==> config.mk <==
export PLATFORM = sky130hd
export DESIGN_NAME = daisy_chain_telegram_node
export DESIGN_NICKNAME = d
export VERILOG_FILES = /design/src/design/dctn_pkg.sv /design/src/design/dctn_front.sv /design/src/design/dctn_queue.sv /design/src/design/dctn_back.sv /design/src/design/daisy_chain_telegram_node.sv
export VERILOG_INCLUDE_DIRS = /design/src /design/src/design
export SDC_FILE = /design/constraint.sdc
export NUM_CORES = 1
export LEC_CHECK = 0
export ABC_AREA = 1
export BUFFER_PORTS_ARGS = -buffer_cell sky130_fd_sc_hd__buf_2
export CAP_MARGIN = 20
export CORE_MARGIN = 2
export CORE_UTILIZATION = 25
export DETAILED_ROUTE_END_ITERATION = 12
export PLACE_DENSITY_LB_ADDON = 0.08
export SLEW_MARGIN = 20
export SYNTH_ARGS = -nofsm -noshare
export SYNTH_HDL_FRONTEND = slang
export SYNTH_SLANG_ARGS = --single-unit
==> constraint.sdc <==
create_clock -name clk -period 7.85 [get_ports clk]
set_input_delay 0.785 -clock clk [delete_from_list [all_inputs] [get_ports clk]]
set_output_delay 0.785 -clock clk [all_outputs]
set_load 0.01 [all_outputs]
==> src/design/daisy_chain_telegram_node_defines.svh <==
// Assertion macros shared by the daisy-chain telegram node modules.
// Depends on nothing; the including module supplies clk and rst_n.
`ifndef DAISY_CHAIN_TELEGRAM_NODE_DEFINES_SVH
`define DAISY_CHAIN_TELEGRAM_NODE_DEFINES_SVH

// Same-cycle implication, checked out of reset.
`define DCTN_ASSERT_NOW(label, ante, cons, msg) \
    label: assert property (@(posedge clk) disable iff (!rst_n) (ante) |-> (cons)) \
        else $error(msg);

// Next-cycle implication, checked out of reset.
`define DCTN_ASSERT_NEXT(label, ante, cons, msg) \
    label: assert property (@(posedge clk) disable iff (!rst_n) (ante) |=> (cons)) \
        else $error(msg);

`endif

==> src/design/dctn_pkg.sv <==
// Types and constants of the daisy-chain telegram node.
// Used by every module of the block; depends on nothing.
package dctn_pkg;

    localparam int ADDR_W = 10;
    localparam int BYTE_W = 8;
    localparam int PAYLOAD_W = 6;
    localparam int PART_W = 5;

    typedef enum logic [1:0] {
        TAG_ADDR_HI = 2'b00,
        TAG_ADDR_LO = 2'b01,
        TAG_DATA    = 2'b10,
        TAG_CHECK   = 2'b11
    } tag_t;

    localparam logic OP_LINE_BYTE = 1'b0;
    localparam logic OP_SEND      = 1'b1;

    localparam logic KIND_TX      = 1'b0;
    localparam logic KIND_DELIVER = 1'b1;

    localparam logic [BYTE_W-1:0] SEND_HI_PREFIX = 8'h20;
    localparam logic [BYTE_W-1:0] SEND_LO_PREFIX = 8'h60;
    localparam logic [BYTE_W-1:0] SEND_DATA_PREFIX = 8'h80;

    typedef struct packed {
        logic                 operation;
        logic [BYTE_W-1:0]    line_byte;
        logic [PAYLOAD_W-1:0] send_value;
    } in_item_t;

    typedef struct packed {
        logic              result_kind;
        logic [BYTE_W-1:0] result_value;
        logic              last_of_run;
    } out_item_t;

    typedef struct packed {
        logic                   deliver;
        logic [3:0][BYTE_W-1:0] bytes;
    } job_t;

    typedef struct packed {
        logic full;
        logic empty;
    } q_stat_t;

endpackage

==> src/design/dctn_front.sv <==
// Front end: takes items, keeps the telegram slots and running XOR, classifies.
// Depends on dctn_pkg; pushes jobs into the job queue.
module dctn_front (
    input  logic                          clk,
    input  logic                          rst_n,
    input  logic                          in_valid,
    output logic                          in_stall,
    input  dctn_pkg::in_item_t            in_item,
    input  logic                          cfg_wr_en,
    input  logic [dctn_pkg::ADDR_W-1:0]   cfg_wr_data,
    input  dctn_pkg::q_stat_t             q_stat,
    output logic                          push,
    output dctn_pkg::job_t                push_job
);

    logic [dctn_pkg::ADDR_W-1:0] node_address_reg;
    logic [dctn_pkg::BYTE_W-1:0] slot0_reg, slot0_next;
    logic [dctn_pkg::BYTE_W-1:0] slot1_reg, slot1_next;
    logic [dctn_pkg::BYTE_W-1:0] slot2_reg, slot2_next;
    logic [dctn_pkg::BYTE_W-1:0] xor_reg, xor_next;

    logic                        accept;
    logic [dctn_pkg::BYTE_W-1:0] b;
    logic [dctn_pkg::ADDR_W-1:0] addr;
    logic                        addr_match;
    logic                        dirs_clear;
    logic [dctn_pkg::BYTE_W-1:0] t0, t1, t2;

    assign in_stall = q_stat.full;
    assign accept   = in_valid && !q_stat.full;
    assign b        = in_item.line_byte;

    assign addr       = {slot0_reg[dctn_pkg::PART_W-1:0], slot1_reg[dctn_pkg::PART_W-1:0]};
    assign addr_match = addr == node_address_reg;
    assign dirs_clear = !slot0_reg[5] && !slot1_reg[5];

    assign t0 = dctn_pkg::SEND_HI_PREFIX
              | {3'b000, node_address_reg[dctn_pkg::ADDR_W-1:dctn_pkg::PART_W]};
    assign t1 = dctn_pkg::SEND_LO_PREFIX | {3'b000, node_address_reg[dctn_pkg::PART_W-1:0]};
    assign t2 = dctn_pkg::SEND_DATA_PREFIX | {2'b00, in_item.send_value};

    always_comb
    begin
        slot0_next = slot0_reg;
        slot1_next = slot1_reg;
        slot2_next = slot2_reg;
        xor_next   = xor_reg;
        push       = 1'b0;
        push_job   = '0;
        if (accept)
        begin
            if (in_item.operation == dctn_pkg::OP_SEND)
            begin
                push           = 1'b1;
                push_job.bytes = {t0 ^ t1 ^ t2, t2, t1, t0};
            end
            else
            begin
                unique case (dctn_pkg::tag_t'(b[7:6]))
                    dctn_pkg::TAG_ADDR_HI:
                    begin
                        slot0_next = b;
                        xor_next   = b;
                    end
                    dctn_pkg::TAG_ADDR_LO:
                    begin
                        slot1_next = b;
                        xor_next   = xor_reg ^ b;
                    end
                    dctn_pkg::TAG_DATA:
                    begin
                        slot2_next = b;
                        xor_next   = xor_reg ^ b;
                    end
                    dctn_pkg::TAG_CHECK:
                    begin
                        if (addr_match && dirs_clear)
                        begin
                            push              = xor_reg == b;
                            push_job.deliver  = 1'b1;
                            push_job.bytes[0] = {2'b00, slot2_reg[dctn_pkg::PAYLOAD_W-1:0]};
                        end
                        else
                        begin
                            push           = 1'b1;
                            push_job.bytes = {b, slot2_reg, slot1_reg, slot0_reg};
                        end
                    end
                    default:
                    begin
                        push = 1'b0;
                    end
                endcase
            end
        end
    end

    always_ff @(posedge clk or negedge rst_n)
    begin
        if (!rst_n)
        begin
            node_address_reg <= '0;
            slot0_reg        <= '0;
            slot1_reg        <= '0;
            slot2_reg        <= '0;
            xor_reg          <= '0;
        end
        else
        begin
            if (cfg_wr_en)
            begin
                node_address_reg <= cfg_wr_data;
            end
            slot0_reg <= slot0_next;
            slot1_reg <= slot1_next;
            slot2_reg <= slot2_next;
            xor_reg   <= xor_next;
        end
    end

endmodule

==> src/design/dctn_queue.sv <==
// Job queue between front and back end.
// Depends on dctn_pkg and the assertion macro header.
`include "daisy_chain_telegram_node_defines.svh"

module dctn_queue #(
    parameter int DEPTH = 4
) (
    input  logic              clk,
    input  logic              rst_n,
    input  logic              push,
    input  dctn_pkg::job_t    wr_job,
    input  logic              pop,
    output dctn_pkg::job_t    rd_job,
    output dctn_pkg::q_stat_t q_stat
);

    localparam int PTR_W = (DEPTH > 1) ? $clog2(DEPTH) : 1;
    localparam int CNT_W = $clog2(DEPTH + 1);
    localparam logic [PTR_W-1:0] LAST_PTR = PTR_W'(DEPTH - 1);
    localparam logic [CNT_W-1:0] FULL_CNT = CNT_W'(DEPTH);

    dctn_pkg::job_t   mem [DEPTH];
    logic [PTR_W-1:0] wr_ptr_reg;
    logic [PTR_W-1:0] rd_ptr_reg;
    logic [CNT_W-1:0] count_reg;
    logic             do_push;
    logic             do_pop;

    assign q_stat.full  = count_reg == FULL_CNT;
    assign q_stat.empty = count_reg == '0;
    assign do_push      = push && !q_stat.full;
    assign do_pop       = pop && !q_stat.empty;
    assign rd_job       = mem[rd_ptr_reg];

    always_ff @(posedge clk)
    begin
        if (do_push)
        begin
            mem[wr_ptr_reg] <= wr_job;
        end
    end

    always_ff @(posedge clk or negedge rst_n)
    begin
        if (!rst_n)
        begin
            wr_ptr_reg <= '0;
            rd_ptr_reg <= '0;
            count_reg  <= '0;
        end
        else
        begin
            if (do_push)
            begin
                wr_ptr_reg <= (wr_ptr_reg == LAST_PTR) ? '0 : wr_ptr_reg + 1'b1;
            end
            if (do_pop)
            begin
                rd_ptr_reg <= (rd_ptr_reg == LAST_PTR) ? '0 : rd_ptr_reg + 1'b1;
            end
            if (do_push && !do_pop)
            begin
                count_reg <= count_reg + 1'b1;
            end
            else if (do_pop && !do_push)
            begin
                count_reg <= count_reg - 1'b1;
            end
        end
    end

    `DCTN_ASSERT_NOW(a_no_push_when_full, push, !q_stat.full, "job pushed into full queue")
    `DCTN_ASSERT_NOW(a_count_bound, 1'b1, count_reg <= FULL_CNT, "queue count overflow")
    `DCTN_ASSERT_NEXT(a_push_fills, do_push && !do_pop, !q_stat.empty, "push left queue empty")

endmodule

==> src/design/dctn_back.sv <==
// Back end: plays each job out as one delivery or four transmit bytes.
// Depends on dctn_pkg and the assertion macro header.
`include "daisy_chain_telegram_node_defines.svh"

module dctn_back (
    input  logic                 clk,
    input  logic                 rst_n,
    input  dctn_pkg::q_stat_t    q_stat,
    input  dctn_pkg::job_t       rd_job,
    output logic                 pop,
    output logic                 out_valid,
    input  logic                 out_stall,
    output dctn_pkg::out_item_t  out_item
);

    dctn_pkg::job_t      job_reg;
    logic                job_valid_reg;
    logic [1:0]          idx_reg;
    logic                out_valid_reg;
    dctn_pkg::out_item_t out_item_reg, out_item_next;
    logic                out_free;
    logic                emit;
    logic                last_now;

    assign out_free = !out_valid_reg || !out_stall;
    assign emit     = out_free && job_valid_reg;
    assign last_now = job_reg.deliver || idx_reg == 2'd3;
    assign pop      = (!job_valid_reg || (emit && last_now)) && !q_stat.empty;

    assign out_valid = out_valid_reg;
    assign out_item  = out_item_reg;

    always_comb
    begin
        out_item_next.result_kind  = job_reg.deliver ? dctn_pkg::KIND_DELIVER
                                                     : dctn_pkg::KIND_TX;
        out_item_next.result_value = job_reg.bytes[idx_reg];
        out_item_next.last_of_run  = last_now;
    end

    always_ff @(posedge clk)
    begin
        if (pop)
        begin
            job_reg <= rd_job;
        end
        if (emit)
        begin
            out_item_reg <= out_item_next;
        end
    end

    always_ff @(posedge clk or negedge rst_n)
    begin
        if (!rst_n)
        begin
            job_valid_reg <= 1'b0;
            idx_reg       <= '0;
            out_valid_reg <= 1'b0;
        end
        else
        begin
            if (out_free)
            begin
                out_valid_reg <= job_valid_reg;
            end
            if (pop)
            begin
                job_valid_reg <= 1'b1;
                idx_reg       <= '0;
            end
            else if (emit)
            begin
                if (last_now)
                begin
                    job_valid_reg <= 1'b0;
                    idx_reg       <= '0;
                end
                else
                begin
                    idx_reg <= idx_reg + 1'b1;
                end
            end
        end
    end

    `DCTN_ASSERT_NOW(a_deliver_is_last, out_valid_reg && out_item_reg.result_kind,
        out_item_reg.last_of_run, "delivery not marked last")
    `DCTN_ASSERT_NOW(a_deliver_idx, job_valid_reg && job_reg.deliver, idx_reg == 2'd0,
        "delivery job advanced past first slot")
    `DCTN_ASSERT_NOW(a_pop_not_mid_job, pop && job_valid_reg, emit && last_now,
        "job replaced before its last result")

endmodule

==> src/design/daisy_chain_telegram_node.sv <==
// Daisy-chain telegram node: a line byte or send request enters as one item per cycle
// while the job queue has room; a checksum byte that forwards, or a send request, queues a
// job of four transmit results, a delivery whose running XOR matches queues one, and a byte
// that completes no telegram queues none. The single output register sets the sustained
// rate, one result per cycle while out_stall is low; QUEUE_DEPTH jobs buffer bursts.
// The user must write node_address through cfg_wr_en/cfg_wr_data only while idle;
// the block does not enforce this. Depends on dctn_pkg, dctn_front, dctn_queue and dctn_back.
module daisy_chain_telegram_node #(
    parameter int QUEUE_DEPTH = 4
) (
    input  logic                        clk,
    input  logic                        rst_n,
    input  logic                        in_valid,
    output logic                        in_stall,
    input  dctn_pkg::in_item_t          in_item,
    output logic                        out_valid,
    input  logic                        out_stall,
    output dctn_pkg::out_item_t         out_item,
    input  logic                        cfg_wr_en,
    input  logic [dctn_pkg::ADDR_W-1:0] cfg_wr_data
);

    dctn_pkg::q_stat_t q_stat;
    dctn_pkg::job_t    push_job;
    dctn_pkg::job_t    rd_job;
    logic              push;
    logic              pop;

    dctn_front u_front (
        .clk         (clk),
        .rst_n       (rst_n),
        .in_valid    (in_valid),
        .in_stall    (in_stall),
        .in_item     (in_item),
        .cfg_wr_en   (cfg_wr_en),
        .cfg_wr_data (cfg_wr_data),
        .q_stat      (q_stat),
        .push        (push),
        .push_job    (push_job)
    );

    dctn_queue #(
        .DEPTH (QUEUE_DEPTH)
    ) u_queue (
        .clk    (clk),
        .rst_n  (rst_n),
        .push   (push),
        .wr_job (push_job),
        .pop    (pop),
        .rd_job (rd_job),
        .q_stat (q_stat)
    );

    dctn_back u_back (
        .clk       (clk),
        .rst_n     (rst_n),
        .q_stat    (q_stat),
        .rd_job    (rd_job),
        .pop       (pop),
        .out_valid (out_valid),
        .out_stall (out_stall),
        .out_item  (out_item)
    );

endmodule
# --- Word-level counts from Yosys, hierarchy flattened ---
# Memories as Yosys holds them, arrays and structs flattened. A register that Yosys moved wholly into a read port is not among the register bits.
# Index checks and enable logic that the tools add are counted.
word_totals:
  mem_count: 1
  romBits: 0
  latch_bits: 0
  inputBits: 30
  output_inout_bits: 12
  reg_bits: 63
  ram_bits: 132
classes:
  shifts: 0
  multipliers: 0
  div_mod_pow: 0
  bitwise_logic: 4
  addsub: 5
  n_reduce_logical: 34
  mux: 27
  eq_ne: 9
  n_lt_le_gt_ge: 1
mem_list:
  columns: ["name", "depth", "width", "rd", "rd_clocked_by_memory_dff", "write_ports", "line", "source"]
  rows:
  - ["u_queue.mem", 4, 33, 1, 1, 1, "dctn_queue.sv:22", "dctn_pkg::job_t mem [DEPTH];"]
ops:
  columns: ["op", "count"]
  rows:
  - ["33-bit two-way mux", 2]
  - ["32-bit two-way mux", 1]
  - ["24-bit two-way mux", 1]
  - ["8-bit binary-select mux with 2-bit select", 1]
  - ["8-bit two-way mux", 2]
  - ["8-bit case mux with 2 select lines", 1]
  - ["8-bit bitwise XOR", 2]
  - ["1-bit two-way mux", 12]
  - ["3-bit AND reduction", 4]
  - ["10-bit equality test", 1]
  - ["2-bit equality test, second input constant", 5]
  - ["1-bit logical AND", 10]
  - ["2-bit two-way mux", 5]
  - ["1-bit zero test", 9]
  - ["8-bit equality test", 1]
  - ["2-bit nonzero test", 4]
  - ["6-bit by 7-bit bitwise XOR with 7-bit output", 1]
  - ["2-bit by 1-bit adder with 2-bit output, second input constant", 3]
  - ["3-bit two-way mux", 2]
  - ["3-bit by 1-bit adder with 3-bit output, second input constant", 1]
  - ["3-bit equality test, second input constant", 1]
  - ["3-bit zero test", 1]
  - ["1-bit logical OR", 3]
  - ["2-bit by 3-bit < comparator with 1-bit output, second input constant", 1]
  - ["6 further kinds", 6]

# --- Logic depth before layout (Yosys ltp) ---
# Gate-level depths: netlist of the first run.
depth:
  depth_word: 12
  mapped_depth: 17
  depth_no_buf: 17

# --- Hierarchy ---
# From an unflattened synthesis of the first run, not the netlist that was laid out.
hier_totals:
  hier_cells: 942
  hier_area_um2: 10488.8
by_module_without_submodules:
  columns: ["module", "area_each_um2", "cells_each", "n_inst"]
  rows:
  - ["dctn_queue", 5940.7, 446, 1]
  - ["dctn_front", 2723.9, 382, 1]
  - ["dctn_back", 1824.2, 114, 1]

# --- Worst setup path before layout of the first run ---
# No wires, ideal clock.
synth_timing:
  kind: "input-to-reg"
  start: "in out_stall"
  end: "reg u_queue.count_reg[1]"
  cell_stages: 9
  slack_ps: 4215
  arrival_time_ps: 3512
  setup_time_ps: 123
  path_buffers: 0
  path_cell_list: "nand2_1 -> a21oi_1 -> nor2_1 -> inv_1 -> ha_1 -> inv_1 -> fa_1 -> nor2_1 -> a21oi_1"
synth_via:
  elab_chain_cells: 10
  word_cells_on_any_way: 12
  classes_between: "mux (1); reduce/logical (11)"
synth_lines:
  columns: ["element", "line", "source"]
  rows:
  - ["start, declared", "daisy_chain_telegram_node.sv:17", "input logic out_stall,"]
  - ["1-bit zero test (*)", "dctn_back.sv:25", "assign out_free = !out_valid_reg || !out_stall;"]
  - ["1-bit logical OR (*)", "dctn_back.sv:25", null]
  - ["1-bit logical AND (*)", "dctn_back.sv:26", "assign emit = out_free && job_valid_reg;"]
  - ["1-bit logical AND (*)", "dctn_back.sv:28", "assign pop = (!job_valid_reg || (emit && last_now)) && !q_stat.empty;"]
  - ["1-bit logical OR (*)", "dctn_back.sv:28", null]
  - ["1-bit logical AND (*)", "dctn_back.sv:28", null]
  - ["net pop", "daisy_chain_telegram_node.sv:27", "logic pop;"]
  - ["1-bit logical AND (*)", "dctn_queue.sv:32", "assign do_pop = pop && !q_stat.empty;"]
  - ["1-bit zero test", "dctn_queue.sv:61", "if (do_push && !do_pop)"]
  - ["1-bit logical AND", "dctn_queue.sv:61", null]
  - ["3-bit two-way mux / 2-bit nonzero test (equally long branches)", null, null]
  - ["end signal, assigned", "dctn_queue.sv:63", "count_reg <= count_reg + 1'b1;"]
  - ["end signal, assigned", "dctn_queue.sv:67", "count_reg <= count_reg - 1'b1;"]
  - ["end, declared", "dctn_queue.sv:25", "logic [CNT_W-1:0] count_reg;"]
# The timed path passes the listed nets; every way through them passes the cells marked *.
# A chain may end at the register's enable or synchronous reset.

# --- Worst setup path after layout of the first run ---
layout_timing:
  start: "reg u_back.idx_reg[0]"
  end: "reg u_queue.count_reg[2]"
layout_via:
  elab_chain_cells: 9
  word_cells_on_any_way: 11
  classes_between: "eq/ne (1); mux (1); reduce/logical (9)"
layout_lines:
  columns: ["element", "line", "source"]
  rows:
  - ["start, declared", "dctn_back.sv:18", "logic [1:0] idx_reg;"]
  - ["start signal, assigned", "dctn_back.sv:81", "idx_reg <= idx_reg + 1'b1;"]
  - ["2-bit equality test (*)", "dctn_back.sv:27", "assign last_now = job_reg.deliver || idx_reg == 2'd3;"]
  - ["1-bit logical OR (*)", "dctn_back.sv:27", null]
  - ["net u_back.last_now", "dctn_back.sv:23", "logic last_now;"]
  - ["1-bit logical AND (*)", "dctn_back.sv:28", null]
  - ["1-bit logical OR (*)", "dctn_back.sv:28", null]
  - ["1-bit logical AND (*)", "dctn_back.sv:28", null]
  - ["net pop", "daisy_chain_telegram_node.sv:27", null]
  - ["1-bit logical AND (*)", "dctn_queue.sv:32", null]
  - ["1-bit zero test", "dctn_queue.sv:61", null]
  - ["1-bit logical AND", "dctn_queue.sv:61", null]
  - ["3-bit two-way mux / 2-bit nonzero test (equally long branches)", null, null]
# Marks and branches as above.

==> flow_summary.toml, run 1 <==
[run_status]
status = "completed"

[detailed_routing]
drc = 0
vias = 6152
drtIter0Drc = 349
wl_um = 25300
drtPass1Iterations = 4
ant_nets = 0
wl_per_cell_um = 17.6
vias_per_cell = 4.27

[yosys]
syn_area_per_cell_um2 = 11.4
synth-main-ff-cell = "edfxtp_1"
synth_common_cells = "edfxtp_1, o21ai_0, nand2_1"
yosys-top-cells-area = "edfxtp_1, dfrtp_1, o21ai_0"
synth_cell_type_count = 34
synth.yosys.seq_area_share_pct = 66.9
mappedNetlistNets = 904
synth_enable_flop_cells = 175
ys_seq_elements = 228
synth_top_area_share_pct = 53.4
synth_warnings = 0
syn_area_um2 = 9840
async_flop_share_pct = 23.2
synthCells = 861
synth_most_common_cell = "edfxtp_1"
yosysTopAreaCell = "edfxtp_1"

[cts]
path_clk_slew_ns = 0.06
htreeDepth = 1
cts_resized = 0
clockBufferDepth = 3
clock_sinks = 228
clock_latency_ns = 0.54
root_buffer = "clkbuf_16"
cts_buffers = 28
cts_tree = "yes"
cts-hold-fix-buffers = 0
post_cts_buffers = 0

[place]
place.detailed.hpwl_um = 16700
place_congestion = 0.706
place_inst = 1388
placed_cell_area_um2 = 10600
io_buffers = 41

[worst_setup_path]
start_kind = "flop"
crit_chain = "ha_1, nor2_1, inv_1, a21oi_1, nor2_4, buf_4, inv_1, ha_1, inv_1, fa_1, a21oi_1, o21ai_0, xnor2_1"
critPathKind = "flop to flop"
cp_common_cell = "inv_1"
end_kind = "flop"
crit_fanout = 40
slowest_stage = "dfrtp_1"
critPathBufInv = 4
arrival_ns = 3.46
crit_required_ns = 8.27
cpPeakStageDelay_ns = 0.60
cp_top_family = "adder cells"

[power_and_ir_drop]
p_leak_nw = 4.33
power_density_nw_per_um2 = 364
peakVddDrop_v = 0.000161

[floorplanning]
initial_utilization_pct = 25.4
die_y_um = 202
ioPinCount = 42
rows = 72
dieArea_um2 = 41000
die_x_um = 202
core_area_um2 = 38700

[grt]
grt_overflow = 0
grt_pass1_wl_um = 39600
antenna_found_initial = 1
grt_max_degree = 70
grt_pass1_vias = 6362
track_usage_pct = 12.7

[timing]
clock_skew_ns = 0.00941
worst_slew_pin_slew_ns = 0.828
report.final.slew_viol_count = 0
slew-limit-headroom_pct = 44.8
whs_ns = 0.398
rsz0062_at_grt = "no"
finalCritPeriodShare_pct = 38.7
final-hold-violation-count = 0
finalSetupViolCount = 0
fin_setup_tns_ns = 0
fmax_mhz = 329
post-route-min-period_ns = 3.04

[finish]
fin_nets = 944
area_growth_pct = 17.1
largest_register_ffs = 132
fillers = 4076
design_area_um2 = 11500
antennaDiodeCount = 0
drive_gt1_share_pct = 17.4
final_util_pct = 29.7
finalNonFillerCells = 1441

[worst_hold_path]
hp-class = "input pin to async pin"

[flow_run]
maxCapViolCount = 0
layout by cell type, fill, tap and decap left out, types with 12 or more instances in the layout:
cell type	count
edfxtp_1	175
o21ai_0	133
nand2_1	127
nor2_1	104
inv_1	56
dfrtp_1	52
o22ai_1	41
buf_2	41
clkbuf_16	28
nand3_2	24
a21oi_2	16
a21oi_1	14
nand3_1	12
ha_1	12
path summary, 6_finish.rpt:
kind	start	to	slack, ns	cells past startpoint
max	u_back.idx_reg[0]	u_queue.count_reg[2]	4.81	13
min	rst_n	u_back.job_valid_reg	0.40	2
max reg2reg	u_back.idx_reg[0]	u_queue.count_reg[2]	4.81	13
min reg2reg	u_back.job_valid_reg	u_back.out_valid	0.48	2
max in group asynchronous	rst_n	u_front.node_address_reg[9]	6.87	2
min in group clk	cfg_wr_data[7]	u_front.node_address_reg[7]	0.45	3
layer usage:
metal  track usage [%]  up-vias  routed length, um
li1                  -     3081                  -
met1              18.3     2948              12800
met2              19.9       87              11100
met3              1.98       34                826
met4              2.97        2                544
met5                 0        -                 13
layout make-up:
class / count / area (um2) / share of cell area [%]
multi-input combinational: 527 / 2830 / 24.6
tap: 518 / 648 / 5.62
inverter: 64 / 240 / 2.08
clock buffer: 35 / 747 / 6.48
sequential: 228 / 6580 / 57.1
clock inverter: 17 / 175 / 1.52
timing repair buffer: 52 / 300 / 2.61
stage by stage:
stage / power, mW / worst slack (ns)
finish: 4.19 / 4.81
global route: 4.50 / 4.39
CTS: 4.28 / 4.75
detailed placement: 2.97 / 4.36
global placement: 2.98 / 4.35
floorplan: 2.54 / 4.21
power breakdown:
part | total (mW) | internal (mW) | switching (mW)
clock network | 1.29 | 0.773 | 0.512
registers | 1.85 | 1.70 | 0.146
logic | 1.06 | 0.314 | 0.743
kinds of logic (layout without fill, tap and decap cells):
group / count (synthesis) / after routing / share of synthesized area [%]
AO/OA/AOI/OAI: 213 / 213 / 12.1
XOR/XNOR: 15 / 15 / 1.33
adder cells (fa/ha/maj): 13 / 13 / 1.73
buffers and inverters: 106 / 168 / 4.77
flip-flops: 228 / 228 / 66.9
multiplexers: 1 / 1 / 0.114
AND/OR/NAND/NOR: 285 / 285 / 13.1
(Power assumes the default switching activity.)
==> run 2: changes to the inputs <==
clock period = 3.1 ns   (was 7.85 ns; I/O delays follow)
==> flow_summary.toml, run 2 (synthesis gave the netlist of run 1 again) <==
[timing]
worst_slew_pin_slew_ns = 0.879
finalCritPeriodShare_pct = 78.5
setup_slack_ns = 0.666
finalSetupViolCount = 0
clock_skew_ns = 0.0125
fmax_mhz = 411
report.final.slew_viol_count = 0
post-route-min-period_ns = 2.43
fin_setup_tns_ns = 0
final-hold-violation-count = 0
rsz0062_at_grt = "no"
slew-limit-headroom_pct = 41.4

[worst_setup_path]
start_kind = "flop"
rrSetupSlack_ns = 0.67
end_kind = "flop"
arrival_ns = 2.84
crit_required_ns = 3.51
reg2reg_to = "u_queue.count_reg[2]"
critPathKind = "flop to flop"
reg2reg_from = "u_front.node_address_reg[9]"
reg2reg_depth = 17
crit_fanout = 4

[detailed_routing]
vias = 6287
vias_per_cell = 4.31
drc = 0
drtPass1Iterations = 4
drtIter0Drc = 345
ant_nets = 0
wl_per_cell_um = 18.3
wl_um = 26600

[finish]
fin_nets = 965
antennaDiodeCount = 0
final_common_cell = "edfxtp_1"
area_growth_pct = 18.2
largest_register_ffs = 132
final_util_pct = 30.0
drive_gt1_share_pct = 16.7
layout_common_cells = "edfxtp_1, o21ai_0, nand2_1"

[run_status]
status = "completed"

[power_and_ir_drop]
clkPwrFrac_pct = 27.9
switchingPower_mw = 3.52
p_int_mw = 6.85
p_comb_share_pct = 27.1
peakVddDrop_v = 0.000356
seqPwrFrac_pct = 45.1
power_density_nw_per_um2 = 891
p_leak_nw = 4.37
p_sw_share_pct = 34.0

[place]
place_congestion = 0.755
place.detailed.hpwl_um = 17200
dp_slack_ns = 0.523
io_buffers = 41

[cts]
clock_sinks = 228
path_clk_slew_ns = 0.06
clock_latency_ns = 0.53
root_buffer = "clkbuf_16"
htreeDepth = 1
cts_tree = "yes"
cts_buffers = 27
clockBufferDepth = 3

[grt]
grt_pass1_vias = 6572
track_usage_pct = 13.2
grt_max_degree = 46
grt_overflow = 0
antenna_found_initial = 0
grt_pass1_wl_um = 41100

[floorplanning]
initial_utilization_pct = 25.4
core_area_um2 = 38700
ioPinCount = 42
die_y_um = 202
die_x_um = 202
rows = 72
dieArea_um2 = 41000

[worst_hold_path]
hp-class = "input pin to flop"
min_to = "u_front.xor_reg[7]"
hp-start = "in_item[12]"
hold_depth = 3

[flow_run]
maxCapViolCount = 0
-- run 2: worst max-delay path, stage by stage (launching register included) --
cell,delay (ns)
dfrtp_1,0.45
inv_2,0.09
nand2_1,0.05
nand2_1,0.06
nor2_1,0.04
nand2_1,0.10
nor2_4,0.05
nand2_4,0.08
nand2_1,0.06
nand2_1,0.12
nand2_2,0.07
inv_1,0.12
ha_1,0.16
inv_1,0.07
fa_1,0.44
a21oi_1,0.14
o21ai_0,0.11
xnor2_1,0.13
-- run 2: repair_timing --
item	in CTS	in global routing
gates resized for setup	0	0
endpoints found under the hold margin	40	0
hold buffers	12	0
buffers inserted	0	0
-- run 2: metal layers --
layer	GRT usage, %	routed length, um	part of all wire, %
met5	0	0	0
met4	2.29	351	1.3
met3	2.00	955	3.6
met2	22.1	12400	46
met1	18.4	12900	49
-- run 2: layout make-up --
type                       count  area, um2
fill                        4017      27100
sequential                   228       6580
multi-input combinational    527       2830
clock buffer                  34        702
tap                          518        648
timing repair buffer          74        546
inverter                      64        240
clock inverter                13       83.8
-- run 2: power by group through the flow --
stage                     clock network, mW  logic (mW)  registers [mW]
after global routing                   3.11        3.24            4.76
after detailed placement                  0        2.89            4.75
final                                  2.89        2.81            4.67
after CTS                              3.00        2.91            4.69
after global placement                    0        2.89            4.76
after floorplan                           0        1.76            4.65
-- run 2: worst max path at each step --
stage,from,cells after the start,slack [ns],end
3_3_place_gp,in_item[13],16,0.50,u_queue.count_reg[2]
4_1_cts,u_front.node_address_reg[9],17,0.62,u_queue.count_reg[2]
3_5_place_dp,in_item[12],17,0.52,u_queue.count_reg[2]
6_report,u_front.node_address_reg[9],17,0.67,u_queue.count_reg[2]
5_1_grt,u_front.node_address_reg[4],15,0.43,u_queue.count_reg[2]
2_1_floorplan,in_item[12],10,0.13,u_queue.mem[3][0]
-- run 2: per-stage QoR --
stage	area (um2)	instances	hold WS, ns	power (mW)
4_1_cts	11600	1458	0.132	10.6
6_report	11600	1458	0.154	10.4
3_3_place_gp	10700	1399	0.456	7.65
5_1_grt	11600	1458	0.157	11.1
3_5_place_dp	10700	1399	0.459	7.64
2_1_floorplan	9840	861	0.0144	6.42
